`src/rtl/char_lcd_nibble_bus_controller_defines.svh`:
```
// assertion macros for the lcd nibble bus controller rtl
// no dependencies; included by files that carry concurrent assertions
`ifndef CHAR_LCD_NIBBLE_BUS_CONTROLLER_DEFINES_SVH
`define CHAR_LCD_NIBBLE_BUS_CONTROLLER_DEFINES_SVH

`ifndef SYNTHESIS

// antecedent implies consequent in the same cycle
`define LCDNB_ASSERT_IMPL(lbl, clk, rst_n, ante, cons, msg) \
    lbl: assert property (@(posedge clk) disable iff (!rst_n) (ante) |-> (cons)) \
        else $error(msg);

// antecedent implies consequent in the following cycle
`define LCDNB_ASSERT_NEXT(lbl, clk, rst_n, ante, cons, msg) \
    lbl: assert property (@(posedge clk) disable iff (!rst_n) (ante) |=> (cons)) \
        else $error(msg);

`else

`define LCDNB_ASSERT_IMPL(lbl, clk, rst_n, ante, cons, msg)
`define LCDNB_ASSERT_NEXT(lbl, clk, rst_n, ante, cons, msg)

`endif

`endif

```
`src/rtl/lcdnb_pkg.sv`:
```
// types and constants of the lcd nibble bus controller
// no dependencies; imported by every rtl module of the block
package lcdnb_pkg;

    localparam int CFG_W = 24;

    typedef enum logic [1:0] {
        OP_INIT   = 2'd0,
        OP_CMD    = 2'd1,
        OP_DATA   = 2'd2,
        OP_CURSOR = 2'd3
    } op_t;

    typedef enum logic [1:0] {
        CFG_ENABLE_PULSE = 2'd0,
        CFG_POWERUP_WAIT = 2'd1,
        CFG_LONG_GAP     = 2'd2,
        CFG_SHORT_GAP    = 2'd3
    } cfg_idx_t;

    typedef enum logic [3:0] {
        PH_IDLE     = 4'd0,
        PH_WAIT     = 4'd1,
        PH_INIT_HI  = 4'd2,
        PH_INIT_LO  = 4'd3,
        PH_POLL1_HI = 4'd4,
        PH_POLL1_LO = 4'd5,
        PH_POLL2_HI = 4'd6,
        PH_POLL2_LO = 4'd7,
        PH_WRH_HI   = 4'd8,
        PH_WRH_LO   = 4'd9,
        PH_WRL_HI   = 4'd10,
        PH_WRL_LO   = 4'd11
    } phase_t;

    // init step codes
    localparam logic [2:0] INIT_OFF      = 3'd0;
    localparam logic [2:0] INIT_FIRST    = 3'd1;
    localparam logic [2:0] INIT_LAST_NIB = 3'd4;
    localparam logic [2:0] INIT_POLL     = 3'd5;
    localparam logic [2:0] INIT_CMDS     = 3'd6;

    // init command bytes
    localparam logic [7:0] CMD_FUNC_SET   = 8'h28;
    localparam logic [7:0] CMD_DISP_OFF   = 8'h08;
    localparam logic [7:0] CMD_CLEAR      = 8'h01;
    localparam logic [7:0] CMD_ENTRY_MODE = 8'h06;
    localparam logic       CURSOR_CMD_BIT = 1'b1;

    localparam logic [3:0] NIB_INIT = 4'h3;
    localparam logic [3:0] NIB_4BIT = 4'h2;

    localparam logic [7:0] RST_ENABLE_PULSE = 8'd20;
    localparam logic [23:0] RST_POWERUP_WAIT = 24'd300000;
    localparam logic [23:0] RST_LONG_GAP     = 24'd120000;
    localparam logic [23:0] RST_SHORT_GAP    = 24'd40000;

    typedef struct packed {
        logic       request_valid;
        logic [1:0] operation;
        logic [7:0] value;
        logic [5:0] column;
        logic       row;
        logic [3:0] bus_in;
    } in_t;

    typedef struct packed {
        logic       reg_select;
        logic       read_not_write;
        logic       enable_pin;
        logic [3:0] bus_out;
        logic       bus_drive;
        logic       ready_res;
    } out_t;

    typedef struct packed {
        logic [7:0]       enable_pulse;
        logic [CFG_W-1:0] powerup_wait;
        logic [CFG_W-1:0] long_gap;
        logic [CFG_W-1:0] short_gap;
    } timing_t;

    // classified beat as held in the queue
    typedef struct packed {
        logic       req;
        logic       is_init;
        logic [7:0] byte_val;
        logic       sel;
        logic [3:0] bus;
    } cls_t;

    typedef struct packed {
        logic avail;
        cls_t item;
    } q_head_t;

    typedef struct packed {
        logic       rs;
        logic       rw;
        logic       e;
        logic [3:0] nib;
        logic       drive;
    } pins_t;

endpackage

```
`src/rtl/lcdnb_front.sv`:
```
// front end: accepts input beats, classifies requests, holds them in a short queue
// depends on lcdnb_pkg
module lcdnb_front
    import lcdnb_pkg::*;
(
    input  logic    clk,
    input  logic    rst_n,
    input  logic    in_valid,
    output logic    in_stall,
    input  in_t     in_data,
    output q_head_t head,
    input  logic    pop
);

    localparam int QDEPTH = 2;
    localparam int PTR_W  = $clog2(QDEPTH);

    cls_t             entry_reg [QDEPTH];
    logic [PTR_W-1:0] wr_ptr_reg, wr_ptr_next;
    logic [PTR_W-1:0] rd_ptr_reg, rd_ptr_next;
    logic [PTR_W:0]   count_reg, count_next;
    cls_t             cls;
    logic             push;
    logic             do_pop;

    // classify the beat into byte and register select
    always_comb
    begin
        cls.req     = in_data.request_valid;
        cls.is_init = (op_t'(in_data.operation) == OP_INIT);
        cls.sel     = (op_t'(in_data.operation) == OP_DATA);
        cls.bus     = in_data.bus_in;
        if (op_t'(in_data.operation) == OP_CURSOR)
            cls.byte_val = {CURSOR_CMD_BIT, in_data.row, in_data.column};
        else
            cls.byte_val = in_data.value;
    end

    assign in_stall = (count_reg == (PTR_W+1)'(QDEPTH));
    assign push     = in_valid && !in_stall;
    assign do_pop   = pop && (count_reg != '0);

    always_comb
    begin
        wr_ptr_next = wr_ptr_reg;
        rd_ptr_next = rd_ptr_reg;
        count_next  = count_reg;
        if (push)
            wr_ptr_next = (wr_ptr_reg == PTR_W'(QDEPTH - 1)) ? '0 : wr_ptr_reg + 1'b1;
        if (do_pop)
            rd_ptr_next = (rd_ptr_reg == PTR_W'(QDEPTH - 1)) ? '0 : rd_ptr_reg + 1'b1;
        if (push && !do_pop)
            count_next = count_reg + 1'b1;
        else if (!push && do_pop)
            count_next = count_reg - 1'b1;
    end

    always_ff @(posedge clk or negedge rst_n)
    begin
        if (!rst_n)
        begin
            wr_ptr_reg <= '0;
            rd_ptr_reg <= '0;
            count_reg  <= '0;
        end
        else
        begin
            wr_ptr_reg <= wr_ptr_next;
            rd_ptr_reg <= rd_ptr_next;
            count_reg  <= count_next;
        end
    end

    always_ff @(posedge clk)
    begin
        if (push)
            entry_reg[wr_ptr_reg] <= cls;
    end

    assign head.avail = (count_reg != '0);
    assign head.item  = entry_reg[rd_ptr_reg];

endmodule

```
`src/rtl/lcdnb_back.sv`:
```
// back end: pin sequencer stepping one tick per beat, plus the output register
// depends on lcdnb_pkg and the assertion macro header
`include "char_lcd_nibble_bus_controller_defines.svh"

module lcdnb_back
    import lcdnb_pkg::*;
#(
    parameter int COUNT_WIDTH = 24
)
(
    input  logic    clk,
    input  logic    rst_n,
    input  timing_t timing,
    input  q_head_t head,
    output logic    pop,
    output logic    out_valid,
    input  logic    out_stall,
    output out_t    out_data
);

    localparam int CW = COUNT_WIDTH;

    phase_t     phase_reg, phase_next;
    logic [CW-1:0] cnt_reg, cnt_next;
    logic [7:0] pend_byte_reg, pend_byte_next;
    logic       pend_sel_reg, pend_sel_next;
    logic [2:0] init_step_reg, init_step_next;
    logic [3:0] status_reg, status_next;
    pins_t      pins_reg, pins_next;
    logic       out_valid_reg, out_valid_next;
    out_t       out_data_reg, out_data_next;
    logic       ready;
    logic [CFG_W-1:0] pulse_ext;

    function automatic logic [CW-1:0] span(input logic [CFG_W-1:0] n);
        logic [CW-1:0] t;
        t = CW'(n);
        return (t == '0) ? CW'(1) : t;
    endfunction

    assign pulse_ext = CFG_W'(timing.enable_pulse);
    assign pop       = head.avail && (!out_valid_reg || !out_stall);
    assign ready     = (phase_reg == PH_IDLE);

    always_comb
    begin
        phase_next     = phase_reg;
        cnt_next       = cnt_reg;
        pend_byte_next = pend_byte_reg;
        pend_sel_next  = pend_sel_reg;
        init_step_next = init_step_reg;
        status_next    = status_reg;
        pins_next      = pins_reg;

        // request takes effect in its own tick
        if (pop && ready && head.item.req)
        begin
            init_step_next = INIT_OFF;
            if (head.item.is_init)
            begin
                init_step_next = INIT_FIRST;
                phase_next     = PH_WAIT;
                cnt_next       = span(timing.powerup_wait);
            end
            else
            begin
                pend_byte_next = head.item.byte_val;
                pend_sel_next  = head.item.sel;
                phase_next     = PH_POLL1_HI;
                cnt_next       = span(pulse_ext);
            end
        end

        if (pop && phase_next != PH_IDLE)
        begin
            // pin levels for this tick
            unique case (phase_next)
                PH_WAIT:
                begin
                    pins_next.rs    = 1'b0;
                    pins_next.rw    = 1'b0;
                    pins_next.e     = 1'b0;
                    pins_next.drive = 1'b1;
                end
                PH_INIT_HI, PH_INIT_LO:
                begin
                    pins_next.rs    = 1'b0;
                    pins_next.rw    = 1'b0;
                    pins_next.e     = (phase_next == PH_INIT_HI);
                    pins_next.nib   = (init_step_next == INIT_LAST_NIB) ? NIB_4BIT : NIB_INIT;
                    pins_next.drive = 1'b1;
                end
                PH_POLL1_HI, PH_POLL2_HI, PH_POLL1_LO, PH_POLL2_LO:
                begin
                    pins_next.rs    = 1'b0;
                    pins_next.rw    = 1'b1;
                    pins_next.e     = (phase_next == PH_POLL1_HI) || (phase_next == PH_POLL2_HI);
                    pins_next.nib   = '0;
                    pins_next.drive = 1'b0;
                end
                PH_WRH_HI, PH_WRH_LO, PH_WRL_HI, PH_WRL_LO:
                begin
                    pins_next.rs    = pend_sel_next;
                    pins_next.rw    = 1'b0;
                    pins_next.e     = (phase_next == PH_WRH_HI) || (phase_next == PH_WRL_HI);
                    pins_next.nib   = ((phase_next == PH_WRH_HI) || (phase_next == PH_WRH_LO))
                                      ? pend_byte_next[7:4] : pend_byte_next[3:0];
                    pins_next.drive = 1'b1;
                end
                default:
                begin
                    pins_next = pins_reg;
                end
            endcase

            // busy flag sampled in the last e-high tick of the first read
            if (phase_next == PH_POLL1_HI && cnt_next <= CW'(1))
                status_next = head.item.bus;

            cnt_next = cnt_next - 1'b1;

            if (cnt_next == '0)
            begin
                unique case (phase_next)
                    PH_WAIT:
                    begin
                        phase_next = PH_INIT_HI;
                        cnt_next   = span(pulse_ext);
                    end
                    PH_INIT_HI:
                    begin
                        phase_next = PH_INIT_LO;
                        cnt_next   = span(pulse_ext);
                    end
                    PH_INIT_LO:
                    begin
                        if (init_step_next < INIT_LAST_NIB)
                        begin
                            phase_next     = PH_WAIT;
                            cnt_next       = (init_step_next == INIT_FIRST)
                                             ? span(timing.long_gap) : span(timing.short_gap);
                            init_step_next = init_step_next + 1'b1;
                        end
                        else
                        begin
                            init_step_next = INIT_POLL;
                            phase_next     = PH_POLL1_HI;
                            cnt_next       = span(pulse_ext);
                        end
                    end
                    PH_POLL1_HI:
                    begin
                        phase_next = PH_POLL1_LO;
                        cnt_next   = span(pulse_ext);
                    end
                    PH_POLL1_LO:
                    begin
                        phase_next = PH_POLL2_HI;
                        cnt_next   = span(pulse_ext);
                    end
                    PH_POLL2_HI:
                    begin
                        phase_next = PH_POLL2_LO;
                        cnt_next   = span(pulse_ext);
                    end
                    PH_POLL2_LO:
                    begin
                        priority if (status_next[3])
                        begin
                            phase_next = PH_POLL1_HI;
                            cnt_next   = span(pulse_ext);
                        end
                        else if (init_step_next == INIT_POLL)
                        begin
                            init_step_next = INIT_CMDS;
                            pend_byte_next = CMD_FUNC_SET;
                            pend_sel_next  = 1'b0;
                            phase_next     = PH_POLL1_HI;
                            cnt_next       = span(pulse_ext);
                        end
                        else
                        begin
                            phase_next = PH_WRH_HI;
                            cnt_next   = span(pulse_ext);
                        end
                    end
                    PH_WRH_HI:
                    begin
                        phase_next = PH_WRH_LO;
                        cnt_next   = span(pulse_ext);
                    end
                    PH_WRH_LO:
                    begin
                        phase_next = PH_WRL_HI;
                        cnt_next   = span(pulse_ext);
                    end
                    PH_WRL_HI:
                    begin
                        phase_next = PH_WRL_LO;
                        cnt_next   = span(pulse_ext);
                    end
                    PH_WRL_LO:
                    begin
                        if (init_step_next == INIT_CMDS && pend_byte_next != CMD_ENTRY_MODE)
                        begin
                            priority if (pend_byte_next == CMD_FUNC_SET)
                                pend_byte_next = CMD_DISP_OFF;
                            else if (pend_byte_next == CMD_DISP_OFF)
                                pend_byte_next = CMD_CLEAR;
                            else
                                pend_byte_next = CMD_ENTRY_MODE;
                            pend_sel_next = 1'b0;
                            phase_next    = PH_POLL1_HI;
                            cnt_next      = span(pulse_ext);
                        end
                        else
                        begin
                            init_step_next = INIT_OFF;
                            phase_next     = PH_IDLE;
                            cnt_next       = '0;
                        end
                    end
                    default:
                    begin
                        phase_next = PH_IDLE;
                        cnt_next   = '0;
                    end
                endcase
            end
        end

        // output register
        out_valid_next = out_valid_reg;
        out_data_next  = out_data_reg;
        if (pop)
        begin
            out_valid_next               = 1'b1;
            out_data_next.reg_select     = pins_next.rs;
            out_data_next.read_not_write = pins_next.rw;
            out_data_next.enable_pin     = pins_next.e;
            out_data_next.bus_out        = pins_next.nib;
            out_data_next.bus_drive      = pins_next.drive;
            out_data_next.ready_res      = ready;
        end
        else if (!out_stall)
        begin
            out_valid_next = 1'b0;
        end
    end

    always_ff @(posedge clk or negedge rst_n)
    begin
        if (!rst_n)
        begin
            phase_reg     <= PH_IDLE;
            cnt_reg       <= '0;
            pend_byte_reg <= '0;
            pend_sel_reg  <= 1'b0;
            init_step_reg <= INIT_OFF;
            status_reg    <= '0;
            pins_reg      <= '{rs: 1'b0, rw: 1'b0, e: 1'b0, nib: 4'h0, drive: 1'b1};
            out_valid_reg <= 1'b0;
        end
        else
        begin
            phase_reg     <= phase_next;
            cnt_reg       <= cnt_next;
            pend_byte_reg <= pend_byte_next;
            pend_sel_reg  <= pend_sel_next;
            init_step_reg <= init_step_next;
            status_reg    <= status_next;
            pins_reg      <= pins_next;
            out_valid_reg <= out_valid_next;
        end
    end

    always_ff @(posedge clk)
    begin
        out_data_reg <= out_data_next;
    end

    assign out_valid = out_valid_reg;
    assign out_data  = out_data_reg;

    `LCDNB_ASSERT_IMPL(a_idle_cnt_zero, clk, rst_n, phase_reg == PH_IDLE, cnt_reg == '0, "idle with a running tick counter")
    `LCDNB_ASSERT_IMPL(a_busy_cnt_live, clk, rst_n, phase_reg != PH_IDLE, cnt_reg != '0, "active phase with an expired tick counter")
    `LCDNB_ASSERT_IMPL(a_init_step_range, clk, rst_n, 1'b1, init_step_reg <= INIT_CMDS, "init step out of range")
    `LCDNB_ASSERT_IMPL(a_init_cmds_instr, clk, rst_n, init_step_reg == INIT_CMDS, !pend_sel_reg, "init command marked as data")
    `LCDNB_ASSERT_NEXT(a_no_step_no_change, clk, rst_n, !pop, $stable(phase_reg) && $stable(cnt_reg), "sequencer moved without a beat")

endmodule

```
`src/rtl/char_lcd_nibble_bus_controller.sv`:
```
// top level of the character lcd controller on a 4-bit nibble bus
// depends on lcdnb_pkg, lcdnb_front and lcdnb_back
//
// usage
//  - input channel (in_valid / in_stall / in_data): one beat per lcd tick, carrying
//    the sampled DB7..DB4 lines and an optional request (initialise, command byte,
//    data byte or cursor move); a request is only taken if the sequencer is idle
//    in that tick, otherwise it is dropped
//  - output channel (out_valid / out_stall / out_data): exactly one beat per input
//    beat, in order, giving RS, RW, E, the driven nibble, bus drive and ready_res
//  - configuration: cfg_write with cfg_index / cfg_data sets the strobe width and
//    the three init waits; write only while no beats are in flight
//  - path: an accepted beat is held in the queue, then in the output register;
//    throughput one beat per cycle while out_stall allows; the back end steps the
//    sequencer once per beat
//  - a two-entry queue between front and back absorbs output stalls; in_stall
//    rises only when that queue is full
//  - reset: sequencer idle, pins all low with the bus driven, timing registers at
//    their defaults, queue and output register empty
module char_lcd_nibble_bus_controller
    import lcdnb_pkg::*;
#(
    parameter int COUNT_WIDTH = 24
)
(
    input  logic             clk,
    input  logic             rst_n,
    input  logic             cfg_write,
    input  logic [1:0]       cfg_index,
    input  logic [CFG_W-1:0] cfg_data,
    input  logic             in_valid,
    output logic             in_stall,
    input  in_t              in_data,
    output logic             out_valid,
    input  logic             out_stall,
    output out_t             out_data
);

    timing_t timing_reg, timing_next;
    q_head_t head;
    logic    pop;

    // timing registers, written one at a time
    always_comb
    begin
        timing_next = timing_reg;
        if (cfg_write)
        begin
            unique case (cfg_idx_t'(cfg_index))
                CFG_ENABLE_PULSE: timing_next.enable_pulse = cfg_data[7:0];
                CFG_POWERUP_WAIT: timing_next.powerup_wait = cfg_data;
                CFG_LONG_GAP:     timing_next.long_gap     = cfg_data;
                CFG_SHORT_GAP:    timing_next.short_gap    = cfg_data;
                default:          timing_next              = timing_reg;
            endcase
        end
    end

    always_ff @(posedge clk or negedge rst_n)
    begin
        if (!rst_n)
        begin
            timing_reg <= '{enable_pulse: RST_ENABLE_PULSE,
                            powerup_wait: RST_POWERUP_WAIT,
                            long_gap:     RST_LONG_GAP,
                            short_gap:    RST_SHORT_GAP};
        end
        else
        begin
            timing_reg <= timing_next;
        end
    end

    // front: accept and classify beats into the queue
    lcdnb_front u_front (
        .clk      (clk),
        .rst_n    (rst_n),
        .in_valid (in_valid),
        .in_stall (in_stall),
        .in_data  (in_data),
        .head     (head),
        .pop      (pop)
    );

    // back: step the pin sequencer once per beat and register the pins
    lcdnb_back #(
        .COUNT_WIDTH (COUNT_WIDTH)
    ) u_back (
        .clk       (clk),
        .rst_n     (rst_n),
        .timing    (timing_reg),
        .head      (head),
        .pop       (pop),
        .out_valid (out_valid),
        .out_stall (out_stall),
        .out_data  (out_data)
    );

endmodule

```
`config.mk`:
```
export PLATFORM = sky130hd
export DESIGN_NAME = char_lcd_nibble_bus_controller
export DESIGN_NICKNAME = d
export VERILOG_FILES = /design/src/rtl/lcdnb_pkg.sv /design/src/rtl/lcdnb_front.sv /design/src/rtl/lcdnb_back.sv /design/src/rtl/char_lcd_nibble_bus_controller.sv
export VERILOG_INCLUDE_DIRS = /design/src /design/src/rtl
export SDC_FILE = /design/constraint.sdc
export NUM_CORES = 1
export LEC_CHECK = 0
export BUFFER_PORTS_ARGS = -buffer_cell sky130_fd_sc_hd__buf_2
export CORE_ASPECT_RATIO = 1.5
export CORE_UTILIZATION = 42
export CTS_CLUSTER_DIAMETER = 30
export CTS_CLUSTER_SIZE = 40
export DETAILED_ROUTE_END_ITERATION = 8
export SETUP_SLACK_MARGIN = 0.1
export SLEW_MARGIN = 20
export SYNTH_ARGS = -nofsm -noshare
export SYNTH_HDL_FRONTEND = slang
export SYNTH_HIERARCHICAL = 1
export SYNTH_SLANG_ARGS = --single-unit
export TNS_END_PERCENT = 10
```
`constraint.sdc`:
```
create_clock -name clk -period 7.3 [get_ports clk]
set_clock_uncertainty 0.05 [all_clocks]
set_input_delay 1.46 -clock clk [delete_from_list [all_inputs] [get_ports clk]]
set_output_delay 1.46 -clock clk [all_outputs]
set_load 0.02 [all_outputs]
```
After elaboration in Yosys (flattened, before gate mapping)
Memory sizes are Yosys's and may differ from the RTL's.
Cells that the tools add are included.
{"block": "classes", "n_addsub": 6, "order_cmp": 2, "n_eq_ne": 25, "muxes": 65, "reduce_logical": 39}
{"cell": "two-way mux 24 bit", "n": 10}
{"cell": "zero test 24 bit", "n": 5}
{"cell": "two-way mux 8 bit", "n": 11}
{"cell": "one-hot mux 24 bit (3 select lines)", "n": 1}
{"cell": "one-hot mux 4 bit (11 select lines)", "n": 1}
{"cell": "two-way mux 3 bit", "n": 11}
{"cell": "two-way mux 4 bit", "n": 8}
{"cell": "<= comparator 24 x 1 -> 1 bit, second input constant", "n": 1}
{"cell": "subtractor 24 x 1 -> 24 bit, second input constant", "n": 1}
{"cell": "== test 4 x 3 -> 1 bit, second input constant", "n": 4}
{"cell": "== test 4 bit, second input constant", "n": 4}
{"cell": "one-hot mux 8 bit (2 select lines)", "n": 1}
{"cell": "two-way mux 1 bit", "n": 15}
{"cell": "one-hot mux 3 bit (4 select lines)", "n": 1}
{"cell": "one-hot mux 4 bit (3 select lines)", "n": 1}
{"cell": "== test 2 bit, second input constant", "n": 5}
{"cell": "logical AND 1 bit", "n": 10}
{"cell": "== test 3 bit, second input constant", "n": 3}
{"cell": "one-hot mux 3 bit (3 select lines)", "n": 1}
{"cell": "OR reduction 9 bit", "n": 1}
{"cell": "== test 4 x 2 -> 1 bit, second input constant", "n": 2}
{"cell": "== test 8 x 4 -> 1 bit, second input constant", "n": 1}
{"cell": "== test 8 x 6 -> 1 bit, second input constant", "n": 1}
{"cell": "inequality test 8 x 3 -> 1 bit, second input constant", "n": 1}
{"cell": "21 further kinds", "n": 37}
{"block": "word_totals", "in_bits": 53, "ramBits": 30, "mem_count": 1, "ff_bits": 143}
{"name": "u_front.entry_reg", "words": 2, "width": 15, "read_ports": 1, "rd_ports_with_merged_regs": 0, "write_ports": 1, "line_no": "lcdnb_front.sv:18", "rtl": "cls_t entry_reg [QDEPTH];"}

Longest topological paths before layout
Gate-level depths: netlist of the first run.
{"block": "logic_depth", "word_depth": 14, "ltp_mapped": 19, "mapped_depth_nobuf": 16}

By module
The synthesis of the first run kept the hierarchy.
{"module": "lcdnb_back", "instances": 1, "cells_per_inst": 650, "area_each_um2": 5345.1, "seq_area_each_um2": 1522.7}
{"module": "char_lcd_nibble_bus_controller", "instances": 1, "cells_per_inst": 170, "area_each_um2": 3034.2, "seq_area_each_um2": 2029.4}
{"module": "lcdnb_front", "instances": 1, "cells_per_inst": 77, "area_each_um2": 1436.4, "seq_area_each_um2": 1001.0}

Worst setup path before layout of the first run
Ideal clock, no wire load.
{"block": "synth_timing", "path_kind": "input port to flip-flop", "start": "input out_stall", "end": "register u_back.cnt_reg[13]", "arrival_ns": 5.069, "t_required_ns": 7.157, "stages": 17, "setup_time_ns": 0.093, "path_slack_ns": 2.088, "n_path_buf": 3, "cell_sequence": "a21bo_2 -> inv_1 -> clkbuf_1 -> nand4_1 -> o22ai_1 -> or2_2 -> ha_1 -> inv_1 -> a21oi_1 -> nand4_1 -> xor2_1 -> or4b_1 -> or4_4 -> or2_1 -> buf_6 -> buf_6 -> o31ai_2"}
{"block": "synth_via", "elab_chain_len": 12, "word_cells_on_any_way": 31, "cone_classes": "add/sub: 1; order compare: 1; eq/ne: 12; mux: 8; reduce/logical: 9"}
{"element": "start: declaration", "line_no": "char_lcd_nibble_bus_controller.sv:35", "rtl": "input logic out_stall,"}
{"element": "zero test 1 bit (*)", "line_no": "lcdnb_back.sv:42", "rtl": "assign pop = head.avail && (!out_valid_reg || !out_stall);"}
{"element": "logical OR 1 bit (*)", "line_no": "lcdnb_back.sv:42"}
{"element": "logical AND 1 bit (*)", "line_no": "lcdnb_back.sv:42"}
{"element": "branches (longest 8 deep; another with subtractor 24 x 1 -> 24 bit)"}
{"element": "two-way mux 24 bit (*)", "line_no": "lcdnb_back.sv:74", "rtl": "if (pop && phase_next != PH_IDLE)"}
{"element": "via u_back.cnt_next[13]", "line_no": "lcdnb_back.sv:24", "rtl": "logic [CW-1:0] cnt_reg, cnt_next;"}
{"element": "end signal: assignment", "line_no": "lcdnb_back.sv:267", "rtl": "cnt_reg <= cnt_next;"}
{"element": "end: declaration", "line_no": "lcdnb_back.sv:24"}
Mark *: on every way through the listed nets, which the timed path passes.
A chain may end at the register's enable or synchronous reset.

Worst setup path in the final report of the first run
{"block": "layout_timing", "start": "input out_stall", "end": "register u_back.cnt_reg[9]"}
{"block": "layout_via", "elab_chain_len": 12, "word_cells_on_any_way": 31, "cone_classes": "add/sub: 1; order compare: 1; eq/ne: 12; mux: 8; reduce/logical: 9"}
{"element": "zero test 1 bit (*)", "line_no": "lcdnb_back.sv:42"}
{"element": "logical OR 1 bit (*)", "line_no": "lcdnb_back.sv:42"}
{"element": "logical AND 1 bit (*)", "line_no": "lcdnb_back.sv:42"}
{"element": "via pop", "line_no": "char_lcd_nibble_bus_controller.sv:41", "rtl": "logic pop;"}
{"element": "branches (longest 8 deep; another with subtractor 24 x 1 -> 24 bit)"}
{"element": "two-way mux 24 bit (*)", "line_no": "lcdnb_back.sv:74"}
{"element": "via u_back.cnt_next[9]", "line_no": "lcdnb_back.sv:24"}
Marked as above.

==> results.cfg, run 1 <==
[clock_network]
worst_setup_hold_path_clk_slew_ps = 80
post_cts_resized = 0
tritoncts.num_buffers = 17
hold_buffers = 0
cts_tree = done
clock_latency_late_sink_ps = 430
clock_tree.buffer_depth = 2
htreeDepth = 4
clock_tree.root_cell = sky130_fd_sc_hd__clkbuf_16
post_cts_buffers = 0
clock-sinks = 167

[worst_setup_path]
cp-end-kind = register
critical_path_required_ps = 7580
crit_chain = buf_2 -> a21bo_2 -> inv_1 -> nand4_1 -> a311oi_1 -> or2_2 -> ha_1 -> buf_4 -> inv_1 -> a21oi_1 -> nand4_1 -> xor2_1 -> or4b_1 -> or4_4 -> or2_2 -> o31ai_1
worstRegToRegCells = 16
worstSetupStartpointType = primary input
category_of_the_critical_setup_timing_path = primary input to register
setup.worst_path.end = u_back/cnt_reg[9]$_DFF_PN0_
critPathMaxStageDelay_ps = 660
crit_slowest_cell = sky130_fd_sc_hd__or4_4
critPathMaxFanout = 24
worst_setup_path_startpoint = out_stall
r2r-end = u_back/cnt_reg[9]$_DFF_PN0_
worst_r2r_startpoint = u_back/phase_reg[1]$_DFF_PN0_
reg2reg_setup_slack_ps = 1490
worstPathArrival_ps = 6250

[cells_and_area]
mostFrequentLayoutCells = sky130_fd_sc_hd__dfrtp_1, sky130_fd_sc_hd__mux2_2, sky130_fd_sc_hd__nand2_1
syn_to_final_growth_pct = 11.4
largest_register_ffs = 80
final_nets = 996
fin_util_pct = 47.8
fillCellCount = 2089
final_design_area_no_fill_um2 = 10700
antenna_cells_inserted = 0
layout.cells.most_common = sky130_fd_sc_hd__dfrtp_1
share_of_post_route_cells_with_drive_strength_above_1_pct = 29.4

[timing]
finalCriticalPeriod_ps = 5970
rsz0062_at_grt = false
max_freq_mhz = 168
timing_max_transition_violations_final = 0
worst_slew_pin_slew_ps = 1120
relSlewSlack_pct = 24.8
setup-violations-final = 0
final.setup.tns_ps = 0
crit_path_setup_slack_layout_ps = 1330
final.period_utilization_pct = 81.8
finalHoldViolCount = 0

[placed_design]
postPlaceCellArea_um2 = 10100
routabilityCongestion = 0.920
hpwlAfterDp_mm = 18.6
numPortBuffers = 60
place_ws_ps = 818

[pwr]
pwr_density_cell_nw_per_um2 = 367
cellInternalPower_mw = 2.39
p_sw_mw = 1.54
seq_power_share_pct = 36.8
static-leakage-power_nw = 4.36
switching_share_pct = 39.2
finalPower_mw = 3.92
power.ir.vdd_worst_mv = 0.204
clk_network_pwr_share_pct = 22.8
p_comb_share_pct = 40.4

[synthesis]
synth.avg_cell_area_um2 = 10.8
synth_nets = 948
synthCells = 888
ys.warnings.count = 6
synth_area_um2 = 9600

[run]
maxCapViolCount = 0

[global_routing]
overflow = 0
grt_first_pass_wirelength_mm = 39.9
grt_antenna_before_repair = 0
grt_util_all_layers_pct = 22.2
grt_max_degree = 76
grt_pass1_vias = 7112

[route]
first_pass_iters = 8
final_ant_viol_nets = 0
routed_wirelength_mm = 25.5
drcViolationCount = 0
routed_via_density = 5.99
drt-wirelength-per-cell_um = 20.8
via_total_after_detailed_routing = 7343
drtIter0Drc = 610

[floorplan]
initial_core_util_pct = 42.9
num_rows = 67
die_x_um = 125
fp.dieArea_um2 = 23500
count_of_pins_on_the_block_boundary = 64
core-area_um2 = 22400
die_y_um = 187

[status]
run_status = finished, final reports clean

[worst_hold_path]
hold_path_class = register to register
critical path, delay by kind of cell:
| kind | cells | cell delay (ps) |
|---|---|---|
| XOR/XNOR | 1 | 200 |
| adder cells (fa/ha/maj) | 1 | 140 |
| buffers and inverters | 4 | 740 |
| AO/OA/AOI/OAI | 4 | 1300 |
| AND/OR/NAND/NOR | 6 | 2380 |
layout make-up:
cell class                 instances  area, um^2  share of cell area [%]
clock inverter                    10        91.3                   0.855
inverter                          17        63.8                   0.597
sequential                       167        4370                    40.9
tap                              276         345                    3.23
timing repair buffer              77         434                    4.06
multi-input combinational        656        4880                    45.7
clock buffer                      22         497                    4.65
how the worst min path moves through the flow:
stage                                                 from                               end  slack, ps  cells after the start
final                     u_back/status_reg[3]$_DFFE_PN0P_  u_back/status_reg[3]$_DFFE_PN0P_        440                      2
after global routing        u_front/wr_ptr_reg$_DFFE_PN0P_    u_front/wr_ptr_reg$_DFFE_PN0P_        460                      1
after CTS                 u_back/status_reg[3]$_DFFE_PN0P_  u_back/status_reg[3]$_DFFE_PN0P_        440                      2
after detailed placement  u_back/status_reg[3]$_DFFE_PN0P_  u_back/status_reg[3]$_DFFE_PN0P_        420                      2
after global placement    u_back/status_reg[3]$_DFFE_PN0P_  u_back/status_reg[3]$_DFFE_PN0P_        410                      2
after floorplan           u_back/status_reg[3]$_DFFE_PN0P_  u_back/status_reg[3]$_DFFE_PN0P_        400                      2
per-stage QoR:
step | hold slack, ps | std cells
floorplan | 396 | 888
global placement | 414 | 1193
detailed placement | 421 | 1193
CTS | 439 | 1225
global route | 459 | 1225
finish | 440 | 1225
routing by layer:
metal | global-route usage, % | up-vias | share of wire [%]
met5 | 0 | - | 0
met4 | 11.4 | 0 | 4.0
met3 | 3.38 | 58 | 3.7
met2 | 38.6 | 231 | 51
met1 | 26.5 | 3614 | 41
li1 | - | 3440 | -
power by group through the flow:
stage                     sequential (mW)  combinational (mW)  clock (mW)
final                                1.44                1.58       0.896
after global routing                 1.47                1.71       0.952
after CTS                            1.44                1.57       0.917
after detailed placement             1.46                1.56           0
after global placement               1.45                1.55           0
after floorplan                      1.38                1.18           0
Note: power is estimated with default switching activity, not from simulation.
==> run 2, diff against run 1 <==
- clock period: 7.3 -> 5.6 ns (I/O delays scaled with it)
==> run 2 against run 1 <==
Net effect: worst setup slack got worse by 820 ps; register-to-register slack got worse by 980 ps; core utilization up 0.78 points; largest power group unchanged; highest routed layer unchanged.
==> results.cfg, run 2 (synthesis gave the netlist of run 1 again) <==
[timing]
setup-violations-final = 0
worst_slew_pin_slew_ps = 1060
crit_path_setup_slack_layout_ps = 507
finalCriticalPeriod_ps = 5090
rsz0062_at_grt = false
finalHoldViolCount = 0
relSlewSlack_pct = 28.8
timing_max_transition_violations_final = 0
max_freq_mhz = 196
whs_ps = 439
final.period_utilization_pct = 91.0
final.setup.tns_ps = 0

[cells_and_area]
instances_no_fill = 1240
layout.cells.most_common = sky130_fd_sc_hd__dfrtp_1
mostFrequentLayoutCells = sky130_fd_sc_hd__dfrtp_1, sky130_fd_sc_hd__mux2_2, sky130_fd_sc_hd__nand2_1
syn_to_final_growth_pct = 13.2
fin_util_pct = 48.5
final_design_area_no_fill_um2 = 10900
final_nets = 1011
antenna_cells_inserted = 0
share_of_post_route_cells_with_drive_strength_above_1_pct = 30.6
largest_register_ffs = 80
fillCellCount = 2077

[clock_network]
worst_setup_hold_path_clk_slew_ps = 70
clock-sinks = 167
post_cts_resized = 0
tritoncts.num_buffers = 17
hold_buffers = 0
clock_tree.buffer_depth = 2
clock_latency_late_sink_ps = 440
post_cts_buffers = 0
clock_tree.root_cell = sky130_fd_sc_hd__clkbuf_16
htreeDepth = 4
cts_tree = done

[pwr]
clk_network_pwr_share_pct = 24.0
static-leakage-power_nw = 4.46
cellInternalPower_mw = 3.20
seq_power_share_pct = 34.8
pwr_density_cell_nw_per_um2 = 486
p_comb_share_pct = 41.2
p_sw_mw = 2.07
finalPower_mw = 5.28
switching_share_pct = 39.3
power.ir.vdd_worst_mv = 0.249

[global_routing]
grt_pass1_vias = 7683
grt_first_pass_wirelength_mm = 42.5
grt_antenna_before_repair = 0
grt_max_degree = 95
grt_util_all_layers_pct = 23.6
overflow = 0

[worst_setup_path]
critPathMaxStageDelay_ps = 650
worstPathBufferInverterCount = 2
worstSetupStartpointType = register
category_of_the_critical_setup_timing_path = register to register
worstPathArrival_ps = 5350
cp_top_family = simple AND/OR/NAND/NOR gates
crit_slowest_cell = sky130_fd_sc_hd__or4_1
worstRegToRegCells = 13
critPathMaxFanout = 18
reg2reg_setup_slack_ps = 510
worst_r2r_startpoint = timing_reg[48]$_DFFE_PN0P_
crit_chain = or4_1 -> nor4_1 -> a311oi_1 -> or2_2 -> inv_1 -> ha_1 -> nor4bb_1 -> nand4_1 -> or4b_1 -> or4_4 -> buf_4 -> nor3_1 -> a21oi_1
critical_path_required_ps = 5860
r2r-end = u_back/pend_sel_reg$_DFF_PN0_
cp-end-kind = register

[floorplan]
die_x_um = 125
count_of_pins_on_the_block_boundary = 64
num_rows = 67
fp.dieArea_um2 = 23500
die_y_um = 187
initial_core_util_pct = 42.9
core-area_um2 = 22400

[placed_design]
hpwlAfterDp_mm = 19.6
postPlaceCellArea_um2 = 10200
dp.cells = 1208
routabilityCongestion = 0.971
numPortBuffers = 60
place_ws_ps = 156

[route]
via_total_after_detailed_routing = 7440
routed_wirelength_mm = 26.4
drtIter0Drc = 456
final_ant_viol_nets = 0
routed_via_density = 6.00
drt-wirelength-per-cell_um = 21.3
first_pass_iters = 7
drcViolationCount = 0

[run]
maxCapViolCount = 0

[status]
run_status = finished, final reports clean

[worst_hold_path]
timing.hold.worst_endpoint = u_front/count_reg[1]$_DFFE_PN0P_
min_path_cells = 1
hold_path_class = register to register
holdCritStartpoint = u_front/count_reg[1]$_DFFE_PN0P_
-- run 2: cell count changes in the layout (fill, tap and decap cells not counted) --
cell                         before  now
sky130_fd_sc_hd__clkinv_4         2    0
sky130_fd_sc_hd__inv_6            0    7
sky130_fd_sc_hd__clkbuf_1         2    0
sky130_fd_sc_hd__buf_4           17   31
sky130_fd_sc_hd__buf_12           0    1
sky130_fd_sc_hd__clkinv_2         5    1
sky130_fd_sc_hd__clkinv_8         0    1
sky130_fd_sc_hd__clkinvlp_4       1    0
sky130_fd_sc_hd__or2_1            1    2
sky130_fd_sc_hd__inv_8            1    0
sky130_fd_sc_hd__or2_2            8    7
sky130_fd_sc_hd__bufinv_16        1    2
sky130_fd_sc_hd__inv_4            0    1
-- run 2: layer usage --
| layer | global-route usage, % | vias up | part of all wire (%) |
|---|---|---|---|
| met5 | 0 | - | 0 |
| met4 | 12.6 | 0 | 4.1 |
| met3 | 3.69 | 70 | 3.9 |
| met2 | 42.7 | 211 | 53 |
| met1 | 26.3 | 3678 | 39 |
| li1 | - | 3481 | - |
-- run 2: area by class of cell --
cell class              count  area [um^2]  area share (%)
clock buffers              20          489            4.50
inverters                  17         63.8           0.587
repair buffers             92          559            5.15
flip-flops and latches    167         4370            40.3
multi-input cells         656         4880            45.0
well taps                 276          345            3.18
clock inverters            12          149            1.37
-- run 2: power groups by stage --
stage	clock network [mW]	logic [mW]	registers [mW]
6_report	1.26	2.17	1.84
5_1_grt	1.33	2.35	1.88
4_1_cts	1.29	2.16	1.84
3_5_place_dp	0	2.15	1.86
3_3_place_gp	0	2.13	1.85
2_1_floorplan	0	1.54	1.80
-- run 2: worst max path at each step --
| stage | from | slack, ps | to | cells past startpoint |
|---|---|---|---|---|
| floorplan | out_stall | 730 | u_back/cnt_reg[13]$_DFF_PN0_ | 17 |
| global placement | out_stall | 260 | u_back/pend_byte_reg[4]$_DFF_PN0_ | 16 |
| detailed placement | out_stall | 160 | u_back/pend_sel_reg$_DFF_PN0_ | 16 |
| CTS | timing_reg[58]$_DFFE_PN0P_ | 510 | u_back/pend_byte_reg[4]$_DFF_PN0_ | 13 |
| global route | u_back/phase_reg[0]$_DFF_PN0_ | 250 | u_back/pend_byte_reg[4]$_DFF_PN0_ | 15 |
| finish | timing_reg[48]$_DFFE_PN0P_ | 510 | u_back/pend_sel_reg$_DFF_PN0_ | 13 |
-- run 2: worst register-to-register path, cell delays in order, from the launching register on --
cell                       delay (ps)
sky130_fd_sc_hd__dfrtp_1          420
sky130_fd_sc_hd__or4_1            650
sky130_fd_sc_hd__nor4_1           530
sky130_fd_sc_hd__a311oi_1         270
sky130_fd_sc_hd__or2_2            400
sky130_fd_sc_hd__inv_1            110
sky130_fd_sc_hd__ha_1             290
sky130_fd_sc_hd__nor4bb_1         320
sky130_fd_sc_hd__nand4_1          150
sky130_fd_sc_hd__or4b_1           480
sky130_fd_sc_hd__or4_4            530
sky130_fd_sc_hd__buf_4            230
sky130_fd_sc_hd__nor3_1           440
sky130_fd_sc_hd__a21oi_1           90
